**src/rtl/bam_pkg.sv**
```systemverilog
// ----------------------------------------------------------------------------
// bam_pkg: shared types and constants of the bitmap allocation map
// Sizes of the map, field widths, request and status codes, and the
// payload structs of both channels.
// ----------------------------------------------------------------------------
package bam_pkg;

  localparam int NUM_BITS   = 1024;
  localparam int WORD_BITS  = 32;
  localparam int NUM_WORDS  = (NUM_BITS + WORD_BITS - 1) / WORD_BITS;
  localparam int WADDR_W    = $clog2(NUM_WORDS);
  localparam int NW_W       = WADDR_W + 1;
  localparam int BPOS_W     = $clog2(WORD_BITS);

  localparam int MODE_W     = 3;
  localparam int IDX_W      = 10;
  localparam int FILL_W     = 32;
  localparam int SIZE_W     = 11;
  localparam int STATUS_W   = 2;
  localparam int SIZE_RESET = 1024;

  // Request codes.
  localparam logic [MODE_W-1:0] MODE_SET   = 3'd0;
  localparam logic [MODE_W-1:0] MODE_CLEAR = 3'd1;
  localparam logic [MODE_W-1:0] MODE_TEST  = 3'd2;
  localparam logic [MODE_W-1:0] MODE_FIND  = 3'd3;
  localparam logic [MODE_W-1:0] MODE_ZERO  = 3'd4;
  localparam logic [MODE_W-1:0] MODE_FILL  = 3'd5;

  // Result status codes.
  localparam logic [STATUS_W-1:0] STAT_OK       = 2'd0;
  localparam logic [STATUS_W-1:0] STAT_ALREADY  = 2'd1;
  localparam logic [STATUS_W-1:0] STAT_RANGE    = 2'd2;
  localparam logic [STATUS_W-1:0] STAT_NOTFOUND = 2'd3;

  typedef struct packed {
    logic [MODE_W-1:0] mode;
    logic [IDX_W-1:0]  bit_index;
    logic [FILL_W-1:0] fill_word;
  } bam_in_t;

  typedef struct packed {
    logic [STATUS_W-1:0] status;
    logic                bit_was_set;
    logic [IDX_W-1:0]    found_index;
    logic                map_empty;
    logic                map_full;
  } bam_out_t;

  typedef enum logic [1:0] {
    ST_IDLE,
    ST_SWEEP,
    ST_FIN
  } bam_state_t;

endpackage

```
**src/rtl/bam_ram.sv**
```systemverilog
// ----------------------------------------------------------------------------
// bam_ram: generic single-write, single-read synchronous RAM
// One write port and one read port; the read data is registered, so it
// appears in the cycle after the read address.
// ----------------------------------------------------------------------------
module bam_ram #(
  parameter int WIDTH = 32,
  parameter int DEPTH = 32
) (
  input  logic                     clk,
  input  logic                     we,
  input  logic [$clog2(DEPTH)-1:0] waddr,
  input  logic [WIDTH-1:0]         wdata,
  input  logic                     re,
  input  logic [$clog2(DEPTH)-1:0] raddr,
  output logic [WIDTH-1:0]         rdata
);

  logic [WIDTH-1:0] mem [DEPTH];

  always_ff @(posedge clk) begin
    if (we) begin
      mem[waddr] <= wdata;
    end
    if (re) begin
      rdata <= mem[raddr];
    end
  end

endmodule

```
**src/rtl/bitmap_allocation_map.sv**
```systemverilog
// ----------------------------------------------------------------------------
// bitmap_allocation_map: bit allocation map held in a word memory
// Sets, clears, tests and searches bits, zeroes or fills the whole map,
// and reports with every result whether the valid bits are all clear or
// all set.
// ----------------------------------------------------------------------------
//
//   Channel   Ports                               Direction
//   -------   ---------------------------------   ---------------------------
//   input     in_valid, in_stall, in_data         requests into the block
//   result    out_valid, out_stall, out_data      one result per request
//   config    cfg_we, cfg_wdata                   size_in_use register write
//
// The single read port of the word memory shapes the work on a request:
// every request sweeps all valid words once, one word per cycle, to build
// the empty and full flags, and set, clear, test and search are folded into
// that same sweep; a size of zero sweeps no word. Reset is synchronous and
// active low; it clears the map at once through one valid bit per word and
// loads the size register with 1024. A stalled result waits in the output
// register while the block already takes and works on the next request.
// ----------------------------------------------------------------------------
module bitmap_allocation_map (
  input  logic                       clk,
  input  logic                       rst_n,
  input  logic                       in_valid,
  output logic                       in_stall,
  input  bam_pkg::bam_in_t           in_data,
  output logic                       out_valid,
  input  logic                       out_stall,
  output bam_pkg::bam_out_t          out_data,
  input  logic                       cfg_we,
  input  logic [bam_pkg::SIZE_W-1:0] cfg_wdata
);

  import bam_pkg::*;

  // Lowest set bit of a word, given as its position.
  function automatic logic [BPOS_W-1:0] low_pos(input logic [WORD_BITS-1:0] x);
    logic [WORD_BITS-1:0] one_hot;
    logic [BPOS_W-1:0]    pos;
    one_hot = x & (~x + WORD_BITS'(1));
    pos     = '0;
    for (int j = 0; j < WORD_BITS; j++) begin
      pos = pos | (one_hot[j] ? BPOS_W'(j) : '0);
    end
    return pos;
  endfunction

  // Control and configuration state.
  bam_state_t            state_r, state_nxt;
  logic [SIZE_W-1:0]     size_r;
  logic [NUM_WORDS-1:0]  wvld_r;      // word has been written since reset/zero/fill
  logic [WORD_BITS-1:0]  bg_r;        // value of a word that was never written

  // Request held for the sweep.
  logic [MODE_W-1:0]     mode_r;
  logic [IDX_W-1:0]      idx_r;
  logic                  in_range_r;
  logic [NW_W-1:0]       nw_r;        // number of words holding valid bits
  logic [BPOS_W-1:0]     rem_r;       // valid bits in the last word, zero if full

  // Sweep pipeline.
  logic [NW_W-1:0]       rd_w_r;
  logic                  p_vld_r;
  logic [WADDR_W-1:0]    p_w_r;
  logic                  p_bg_r;

  // Result accumulators.
  logic [STATUS_W-1:0]   status_r, status_nxt;
  logic                  was_r, was_nxt;
  logic [IDX_W-1:0]      found_r, found_nxt;
  logic                  hit_r, hit_nxt;
  logic                  empty_r, empty_nxt;
  logic                  full_r, full_nxt;

  // Output register.
  logic                  out_valid_r;
  bam_out_t              out_data_r;

  // Datapath.
  logic                  in_acc, out_free, load_out, rd_en, issuing, sweep_done;
  logic [SIZE_W-1:0]     vsize;
  logic [SIZE_W-1:0]     nw_full;
  logic [WORD_BITS-1:0]  ram_rdata, d_old, d_new, d_mod, vmask, lomask, cand, bmask;
  logic [WADDR_W-1:0]    tw;
  logic [BPOS_W-1:0]     bp;
  logic                  is_tgt, cur_bit, bit_op, chg, ram_we, last_w;

  assign in_acc   = in_valid && !in_stall;
  assign out_free = !out_valid_r || !out_stall;

  // Size above the map is treated as the whole map.
  assign vsize   = (size_r > SIZE_W'(NUM_BITS)) ? SIZE_W'(NUM_BITS) : size_r;
  assign nw_full = (vsize + SIZE_W'(WORD_BITS - 1)) >> BPOS_W;

  assign issuing    = rd_w_r < nw_r;
  assign sweep_done = !issuing && !p_vld_r;

  // ---------------------------------------------------------------------------
  // Sequencer: next state, then outputs.
  // ---------------------------------------------------------------------------
  always_comb begin
    state_nxt = state_r;
    unique case (state_r)
      ST_IDLE: begin
        if (in_valid) begin
          state_nxt = ST_SWEEP;
        end
      end
      ST_SWEEP: begin
        if (sweep_done) begin
          state_nxt = ST_FIN;
        end
      end
      ST_FIN: begin
        if (out_free) begin
          state_nxt = ST_IDLE;
        end
      end
      default: state_nxt = ST_IDLE;
    endcase
  end

  always_comb begin
    in_stall = 1'b1;
    rd_en    = 1'b0;
    load_out = 1'b0;
    unique case (state_r)
      ST_IDLE:  in_stall = 1'b0;
      ST_SWEEP: rd_en    = issuing;
      ST_FIN:   load_out = out_free;
      default: begin
        in_stall = 1'b1;
      end
    endcase
  end

  // ---------------------------------------------------------------------------
  // Word processing: the word read last cycle is modified, checked against
  // the valid bits and searched. Only the word that holds the addressed bit
  // is ever written back, and it is read only once per request, so the
  // sweep needs no forwarding.
  // ---------------------------------------------------------------------------
  assign tw      = WADDR_W'(idx_r >> BPOS_W);
  assign bp      = idx_r[BPOS_W-1:0];
  assign d_old   = p_bg_r ? bg_r : ram_rdata;
  assign is_tgt  = (p_w_r == tw);
  assign cur_bit = d_old[bp];
  assign bmask   = WORD_BITS'(1) << bp;
  assign last_w  = (NW_W'(p_w_r) + NW_W'(1)) == nw_r;
  assign vmask   = (last_w && (rem_r != '0)) ? ~({WORD_BITS{1'b1}} << rem_r)
                                             : {WORD_BITS{1'b1}};
  assign lomask  = (p_w_r > tw)  ? {WORD_BITS{1'b1}} :
                   (is_tgt)      ? ({WORD_BITS{1'b1}} << bp) : '0;
  assign cand    = ~d_old & vmask & lomask;

  // Bit requests only act on the target word and only when in range.
  assign bit_op = p_vld_r && in_range_r && is_tgt && (mode_r <= MODE_FIND);

  always_comb begin
    d_mod = d_old;
    chg   = 1'b0;
    case (mode_r)
      MODE_SET: begin
        d_mod = d_old | bmask;
        chg   = !cur_bit;
      end
      MODE_CLEAR: begin
        d_mod = d_old & ~bmask;
        chg   = cur_bit;
      end
      default: begin
        d_mod = d_old;
        chg   = 1'b0;
      end
    endcase
  end

  assign ram_we = bit_op && chg;
  assign d_new  = ram_we ? d_mod : d_old;

  always_comb begin
    status_nxt = status_r;
    was_nxt    = was_r;
    found_nxt  = found_r;
    hit_nxt    = hit_r;
    empty_nxt  = empty_r;
    full_nxt   = full_r;
    if (p_vld_r) begin
      empty_nxt = empty_r && ((d_new & vmask) == '0);
      full_nxt  = full_r && ((~d_new & vmask) == '0);
      if (bit_op) begin
        was_nxt = cur_bit;
        if (!chg && (mode_r == MODE_SET || mode_r == MODE_CLEAR)) begin
          status_nxt = STAT_ALREADY;
        end
      end
      if (mode_r == MODE_FIND && in_range_r && !hit_r && cand != '0) begin
        hit_nxt    = 1'b1;
        status_nxt = STAT_OK;
        found_nxt  = IDX_W'({p_w_r, low_pos(cand)});
      end
    end
  end

  // ---------------------------------------------------------------------------
  // Word memory.
  // ---------------------------------------------------------------------------
  bam_ram #(
    .WIDTH (WORD_BITS),
    .DEPTH (NUM_WORDS)
  ) u_ram (
    .clk   (clk),
    .we    (ram_we),
    .waddr (p_w_r),
    .wdata (d_new),
    .re    (rd_en),
    .raddr (rd_w_r[WADDR_W-1:0]),
    .rdata (ram_rdata)
  );

  // ---------------------------------------------------------------------------
  // Registers.
  // ---------------------------------------------------------------------------
  always_ff @(posedge clk) begin
    if (!rst_n) begin
      state_r     <= ST_IDLE;
      size_r      <= SIZE_W'(SIZE_RESET);
      wvld_r      <= '0;
      bg_r        <= '0;
      rd_w_r      <= '0;
      p_vld_r     <= 1'b0;
      out_valid_r <= 1'b0;
    end else begin
      state_r <= state_nxt;
      if (cfg_we) begin
        size_r <= cfg_wdata;
      end

      // Zero and fill take effect at the transfer: every word falls back to
      // the background value until it is written again.
      if (in_acc && (in_data.mode == MODE_ZERO || in_data.mode == MODE_FILL)) begin
        wvld_r <= '0;
        bg_r   <= (in_data.mode == MODE_FILL) ? WORD_BITS'(in_data.fill_word) : '0;
      end else if (ram_we) begin
        wvld_r[p_w_r] <= 1'b1;
      end

      if (in_acc) begin
        rd_w_r <= '0;
      end else if (rd_en) begin
        rd_w_r <= rd_w_r + NW_W'(1);
      end
      p_vld_r <= rd_en;

      if (load_out) begin
        out_valid_r <= 1'b1;
      end else if (!out_stall) begin
        out_valid_r <= 1'b0;
      end
    end
  end

  always_ff @(posedge clk) begin
    if (rd_en) begin
      p_w_r  <= rd_w_r[WADDR_W-1:0];
      p_bg_r <= !wvld_r[rd_w_r[WADDR_W-1:0]];
    end
    if (in_acc) begin
      mode_r     <= in_data.mode;
      idx_r      <= in_data.bit_index;
      in_range_r <= {1'b0, in_data.bit_index} < vsize;
      nw_r       <= nw_full[NW_W-1:0];
      rem_r      <= vsize[BPOS_W-1:0];
      was_r      <= 1'b0;
      found_r    <= '0;
      hit_r      <= 1'b0;
      empty_r    <= 1'b1;
      full_r     <= 1'b1;
      if (in_data.mode <= MODE_FIND) begin
        if ({1'b0, in_data.bit_index} >= vsize) begin
          status_r <= STAT_RANGE;
        end else if (in_data.mode == MODE_FIND) begin
          status_r <= STAT_NOTFOUND;
        end else begin
          status_r <= STAT_OK;
        end
      end else begin
        status_r <= STAT_OK;
      end
    end else begin
      status_r <= status_nxt;
      was_r    <= was_nxt;
      found_r  <= found_nxt;
      hit_r    <= hit_nxt;
      empty_r  <= empty_nxt;
      full_r   <= full_nxt;
    end
    if (load_out) begin
      out_data_r.status      <= status_r;
      out_data_r.bit_was_set <= was_r;
      out_data_r.found_index <= found_r;
      out_data_r.map_empty   <= empty_r;
      out_data_r.map_full    <= full_r;
    end
  end

  assign out_valid = out_valid_r;
  assign out_data  = out_data_r;

  // ---------------------------------------------------------------------------
  // Assertions.
  // ---------------------------------------------------------------------------
  a_we_in_sweep : assert property (@(posedge clk) disable iff (!rst_n)
    ram_we |-> state_r == ST_SWEEP)
    else $error("word written outside a sweep");

  a_one_write : assert property (@(posedge clk) disable iff (!rst_n)
    ram_we |=> !ram_we)
    else $error("more than one word written for a request");

  a_read_bound : assert property (@(posedge clk) disable iff (!rst_n)
    rd_en |-> rd_w_r < nw_r)
    else $error("sweep read beyond the valid words");

  a_accept_sweep : assert property (@(posedge clk) disable iff (!rst_n)
    in_acc |=> state_r == ST_SWEEP && rd_w_r == '0 && !p_vld_r)
    else $error("transfer did not start a fresh sweep");

  a_notfound_zero : assert property (@(posedge clk) disable iff (!rst_n)
    load_out && status_r != STAT_OK |-> found_r == '0)
    else $error("found index reported with a failing status");

endmodule

```
**config.mk**
```make
export PLATFORM = sky130hd
export DESIGN_NAME = bitmap_allocation_map
export DESIGN_NICKNAME = d
export VERILOG_FILES = /design/src/rtl/bam_pkg.sv /design/src/rtl/bam_ram.sv /design/src/rtl/bitmap_allocation_map.sv
export SDC_FILE = /design/constraint.sdc
export NUM_CORES = 2
export LEC_CHECK = 0
export ABC_CLOCK_PERIOD_IN_PS = 10900
export BUFFER_PORTS_ARGS = -buffer_cell sky130_fd_sc_hd__buf_4
export CORE_MARGIN = 4
export CORE_UTILIZATION = 59
export DETAILED_ROUTE_END_ITERATION = 7
export PLACE_DENSITY = 0.71
export SYNTH_ARGS = -nofsm -noshare
export SYNTH_HDL_FRONTEND = slang
export SYNTH_SLANG_ARGS = --single-unit
```
**constraint.sdc**
```tcl
create_clock -name clk -period 10.9 [get_ports clk]
set_clock_uncertainty 0.2 [all_clocks]
set_input_delay 2.18 -clock clk [delete_from_list [all_inputs] [get_ports clk]]
set_output_delay 2.18 -clock clk [all_outputs]
set_load 0.005 [all_outputs]
```
Word-level counts from Yosys, hierarchy flattened --
Memories as Yosys holds them, arrays and structs flattened. A register that Yosys moved wholly into a read port is not among the register bits. Cells that the tools add are included.
Word-level totals: output and inout port bits 17, word-level logic and storage cells 207, memories kept 1, bits in writable memories 1024, register bits 147
Memories:
- u_ram.mem | words 32, bits a word 32, read ports 1, clocked after Yosys merged registers in 1, write ports 1, line bam_ram.sv:19 | logic [WIDTH-1:0] mem [DEPTH];
Operators by class: equal/unequal tests 13, $add $sub $neg 4, muxes and demuxes 65, bitwise operators 44, magnitude comparators 11, shift operators 3, reductions and logical operators 41
Operators with widths (count):
- $and A32 B32 Y32 | 6
- $mux W32 | 6
- $not A32 Y32 | 5
- $mux W5 | 16
- $or A5 B5 Y5 | 15
- $logic_not A32 Y1 | 2
- $or A32 B32 Y32 | 2
- $pmux W32 S2 | 1
- $shl A32 B5 Y32 const A | 2
- $add A32 B1 Y32 const B | 1
- $mux W4 | 8
- $reduce_bool A32 Y1 | 1
- $shl A1 B5 Y32 const A | 1
- $or A4 B4 Y4 | 7
- $mux W2 | 13
- $lt A5 B6 Y1 const B | 3
- $logic_and A1 B1 Y1 | 15
- $mux W3 | 4
- $add A11 B5 Y11 const B | 1
- $ge A10 B11 Y1 | 1
- $gt A11 B11 Y1 const B | 1
- $lt A10 B11 Y1 | 1
- $mux W1 | 11
- $mux W11 | 1
- other kinds (36) | 57

Longest topological paths before layout --
word-level depth 40, depth in mapped cells 16

Cells and area by module --
From an unflattened synthesis, not the netlist that was laid out.
Unflattened totals: cells, all modules 3458, area, all modules 51099.0 um^2
By module, submodules not included:
- bam_ram | area an instance 40805.4 um^2, seq. area each 31710.4 um^2, instances 1, cells an instance 2260
- bitmap_allocation_map | area an instance 10293.6 um^2, seq. area each 3423.3 um^2, instances 1, cells an instance 1198

Worst setup path before layout --
OpenSTA, ideal clock, no wires.
path type register to register, start register nw_r[1], end register rd_w_r[4], path buffers 0, slack 5.332 ns, cell stages (with the launch flop) 12, clock period less this slack 5.568 ns, arrival 5.304 ns, cell sequence edfxtp_1 -> inv_1 -> ha_1 -> a21o_1 -> a21oi_1 -> nor2b_1 -> o21ai_0 -> nand2b_1 -> a211oi_1 -> nand4_1 -> xor2_1 -> nor2_1
Between the ends: longest elaborated chain between the ends 2
RTL lines:
- from (decl) | line bitmap_allocation_map.sv:59 | logic [NW_W-1:0] nw_r;
- from (signal assigned) | line bitmap_allocation_map.sv:273 | nw_r <= nw_full[NW_W-1:0];
- $lt A6 B6 Y1 | line bitmap_allocation_map.sv:96 | assign issuing = rd_w_r < nw_r;
- $mux W1 | line bitmap_allocation_map.sv:128 | unique case (state_r)
- net rd_en | line bitmap_allocation_map.sv:81 | logic in_acc, out_free, load_out, rd_en, issuing, sweep_done;
- to (signal assigned) | line bitmap_allocation_map.sv:252 | rd_w_r <= rd_w_r + NW_W'(1);
- to (decl) | line bitmap_allocation_map.sv:63 | logic [NW_W-1:0] rd_w_r;
The timed path passes the listed nets, and every way through them passes these cells. A chain may end at the register's enable or synchronous reset.

Worst setup path in the final report --
start register p_bg_r, end memory u_ram.mem[1][18], enable pin
Between the ends: longest elaborated chain between the ends 8
RTL lines:
- from (decl) | line bitmap_allocation_map.sv:66 | logic p_bg_r;
- from (signal assigned) | line bitmap_allocation_map.sv:267 | p_bg_r <= !wvld_r[rd_w_r[WADDR_W-1:0]];
- $mux W32 (*) | line bitmap_allocation_map.sv:146 | assign d_old = p_bg_r ? bg_r : ram_rdata;
- $bmux W1 S5 (*) | line bitmap_allocation_map.sv:148 | assign cur_bit = d_old[bp];
- $mux W1 (implied by the code) (*) | line bitmap_allocation_map.sv:148
- $logic_not A1 Y1 | line bitmap_allocation_map.sv:166 | chg = !cur_bit;
- $pmux W1 S2 (*) | line bitmap_allocation_map.sv:163 | case (mode_r)
- $logic_and A1 B1 Y1 (*) | line bitmap_allocation_map.sv:179 | assign ram_we = bit_op && chg;
- $mux W1 (*) | line bam_ram.sv:22 | if (we) begin
- $mux W1 (implied by the code) (*) | line bam_ram.sv:23 | mem[waddr] <= wdata;
- to (decl) | line bam_ram.sv:19
Mark *: on every way between the ends. The rest lies on a longest branch, timed or not. The select of a mux whose other input is x is not followed.

==> results.tsv <==
metric	value	unit
p_switching	2.180	mW
swShare	22.58	%
power.internal	7.475	mW
gp_congestion	0.9766	
layout-drive-gt1-share	26.71	%
slew_violations	0	
gr-total-overflow	0	
io_buffers	77	
ant_nets	0	
synth.net_count	2774	
die_y	298.9	microns
min_period_over_period	53.79	%
tns	0	ns
status	completed	
dp_slack	5.203	ns
grt_start_max_net_pins	136	
grt_pass1_vias	27680	
clk_pin_slew_worst_paths	0.06	ns
finalHoldViolCount	0	
worstMarginPinSlew	1.372	ns
clock_latency	0.71	ns
dpl.hpwl	94450	microns
viasPerCell	6.950	
comb_power_share	7.3	%
synth-seq-cells	1203	
synth_top_cell_by_area	edfxtp_1	
multi_input_area	14400	sq um
coreArea	83820	sq um
cts_inserted_buffers	115	
antenna_found_initial	12	
fin_crit	5.863	ns
num_vias	28000	
start_util	59.57	%
powerDensity	172.7	nW/um^2
wl_per_cell	36.08	microns
nFillCells	5379	
area_delta_synth_final	11.94	%
setup.worst_path.end_class	flop	
worst_ep_arrival_time	5.97	ns
nets	2886	
cts.repair.resized	0	
post_cts_buffers	0	
synthTopCellsByArea	edfxtp_1, mux4_2, dfxtp_1	
yosysWarnings	0	
synth_cells	2688	
hold_buffers	0	
grt_pass1_wl	207200	microns
worstSetupPathType	flop to flop	
die-area	89360	sq um
routed_wirelength	145300	microns
p_leak	17.81	nW
vdd_drop_max	0.1950	mV
ys_seq_area_share	70.36	%
cts_tree	done	
fmax	170.5	MHz
syn-cell-area	49940	sq um
maxCapViolCount	0	
num_io_pins	78	
ys_types	88	
drt_iter0_markers	3888	
fin_ws	5.037	ns
rows	106	
clockBufferDepth	3	
synth-edff-count	1104	
hold_class	flop to flop	
rsz0062_at_grt	no	
path_max_fanout	44	
clock_sinks	1203	
relSlewSlack	8.535	%
drcViolationCount	0	
die-width	298.9	microns
synth_top_area_share	66.39	%
seq_power_share	52.7	%
start_kind	flop	
async_flop_share	0	%
cts_root_buf	clkbuf_16	
cts.htree.levels	3	
synth_most_common_cell	edfxtp_1	
yosys-top-cells-count	edfxtp_1, mux4_2, nor2_1	
synthFlopType	edfxtp_1	
setup_viol	0	
syn_area_per_cell	18.58	sq um
dr.pass1.iters	6	
layout.area.seq	35150	sq um
grt_use_total	32.95	%
power_frac_clock	39.9	%
crit_required	11.00	ns
-- per-layer routing --
metal	global-route usage (%)	wire [microns]	vias to the layer above
li1	-	-	11340
met1	48.79	58160	14630
met2	50.04	67110	1771
met3	7.788	15390	252
met4	9.463	4667	2
met5	0	11	-
-- per-stage QoR --
step                hold slack [ns]  std cells  utilization (%)  instance area [sq um]  total power, mW
CTS                          0.2268       4024            66.68                  55890            9.686
global placement             0.2089       3817            62.34                  52260            5.877
finish                       0.2256       4028            66.69                  55900            9.655
floorplan                    0.2003       2688                -                  49940            5.615
detailed placement           0.2115       3817            62.34                  52260            5.883
global route                 0.2424       4024            66.68                  55890            9.950
-- critical path, cell delays in order (launching register included) --
cell      delay [ns]
edfxtp_1        0.37
buf_4           0.57
mux2i_1         0.62
o22ai_1         0.17
o21ai_0         0.31
o31a_1          0.56
a22oi_2         0.26
xnor2_1         0.27
and3_1          0.30
nand2_1         0.57
nor2_4          1.15
-- sequential cells by signal (all words and copies together), names as in the netlist, 2 cells and up --
name / cells
u_ram.rdata: 32
out_data: 15
p_w_r: 5
size_r: 11
rd_w_r: 6
status_r: 2
nw_r: 6
wvld_r: 32
mode_r: 3
bg_r: 32
state_r: 2
idx_r: 10
rem_r: 5
found_r: 10
u_ram.mem: 1024
-- cell usage in the layout, fill, tap and decap left out, types with 30 or more instances in the layout --
| cell | instances |
|---|---|
| nor2_1 | 108 |
| nand2_1 | 91 |
| dfxtp_1 | 94 |
| nand3_1 | 30 |
| clkbuf_16 | 116 |
| mux2_2 | 46 |
| mux4_2 | 335 |
| edfxtp_1 | 1104 |
| mux2i_1 | 54 |
| inv_1 | 40 |
| o21a_1 | 40 |
| a22o_1 | 33 |
| o21ai_0 | 64 |
| nor2_4 | 32 |
| a21oi_1 | 51 |
| buf_4 | 146 |
-- power groups by stage --
stage          Clock (mW)  Sequential [mW]  Combinational, mW
3_3_place_gp            0             5.19              0.688
5_1_grt              4.11             5.09              0.745
3_5_place_dp            0             5.19              0.694
2_1_floorplan           0             5.16              0.458
6_report             3.86             5.09              0.706
4_1_cts              3.90             5.09              0.698
-- cells by family after synthesis --
logic type               Yosys count  synth area share (%)
buffers and inverters            193                 1.654
flip-flops                      1203                 70.36
multiplexers                     437                 17.27
AND/OR/NAND/NOR                  430                 4.265
XOR/XNOR                          17                0.2982
adder cells (fa/ha/maj)           25                0.6264
AO/OA/AOI/OAI                    383                 5.530
-- layout make-up --
type	instances	area share (%)
flip-flops and latches	1203	62.88
multi-input cells	1292	25.76
clock inverters	62	1.059
inverters	40	0.2686
repair buffers	148	2.032
diodes	4	0.01791
clock buffers	145	5.441
well taps	1134	2.538
-- final timing paths --
path,startpoint,end,slack (ns),depth (start not counted)
worst max-delay path,p_bg_r,u_ram.mem[1][18],5.04,10
worst min-delay path,status_r[1],out_data[14],0.23,0
worst max register to register,p_bg_r,u_ram.mem[1][18],5.04,10
worst min register to register,status_r[1],out_data[14],0.23,0
Power figures use the tool's default switching activity.
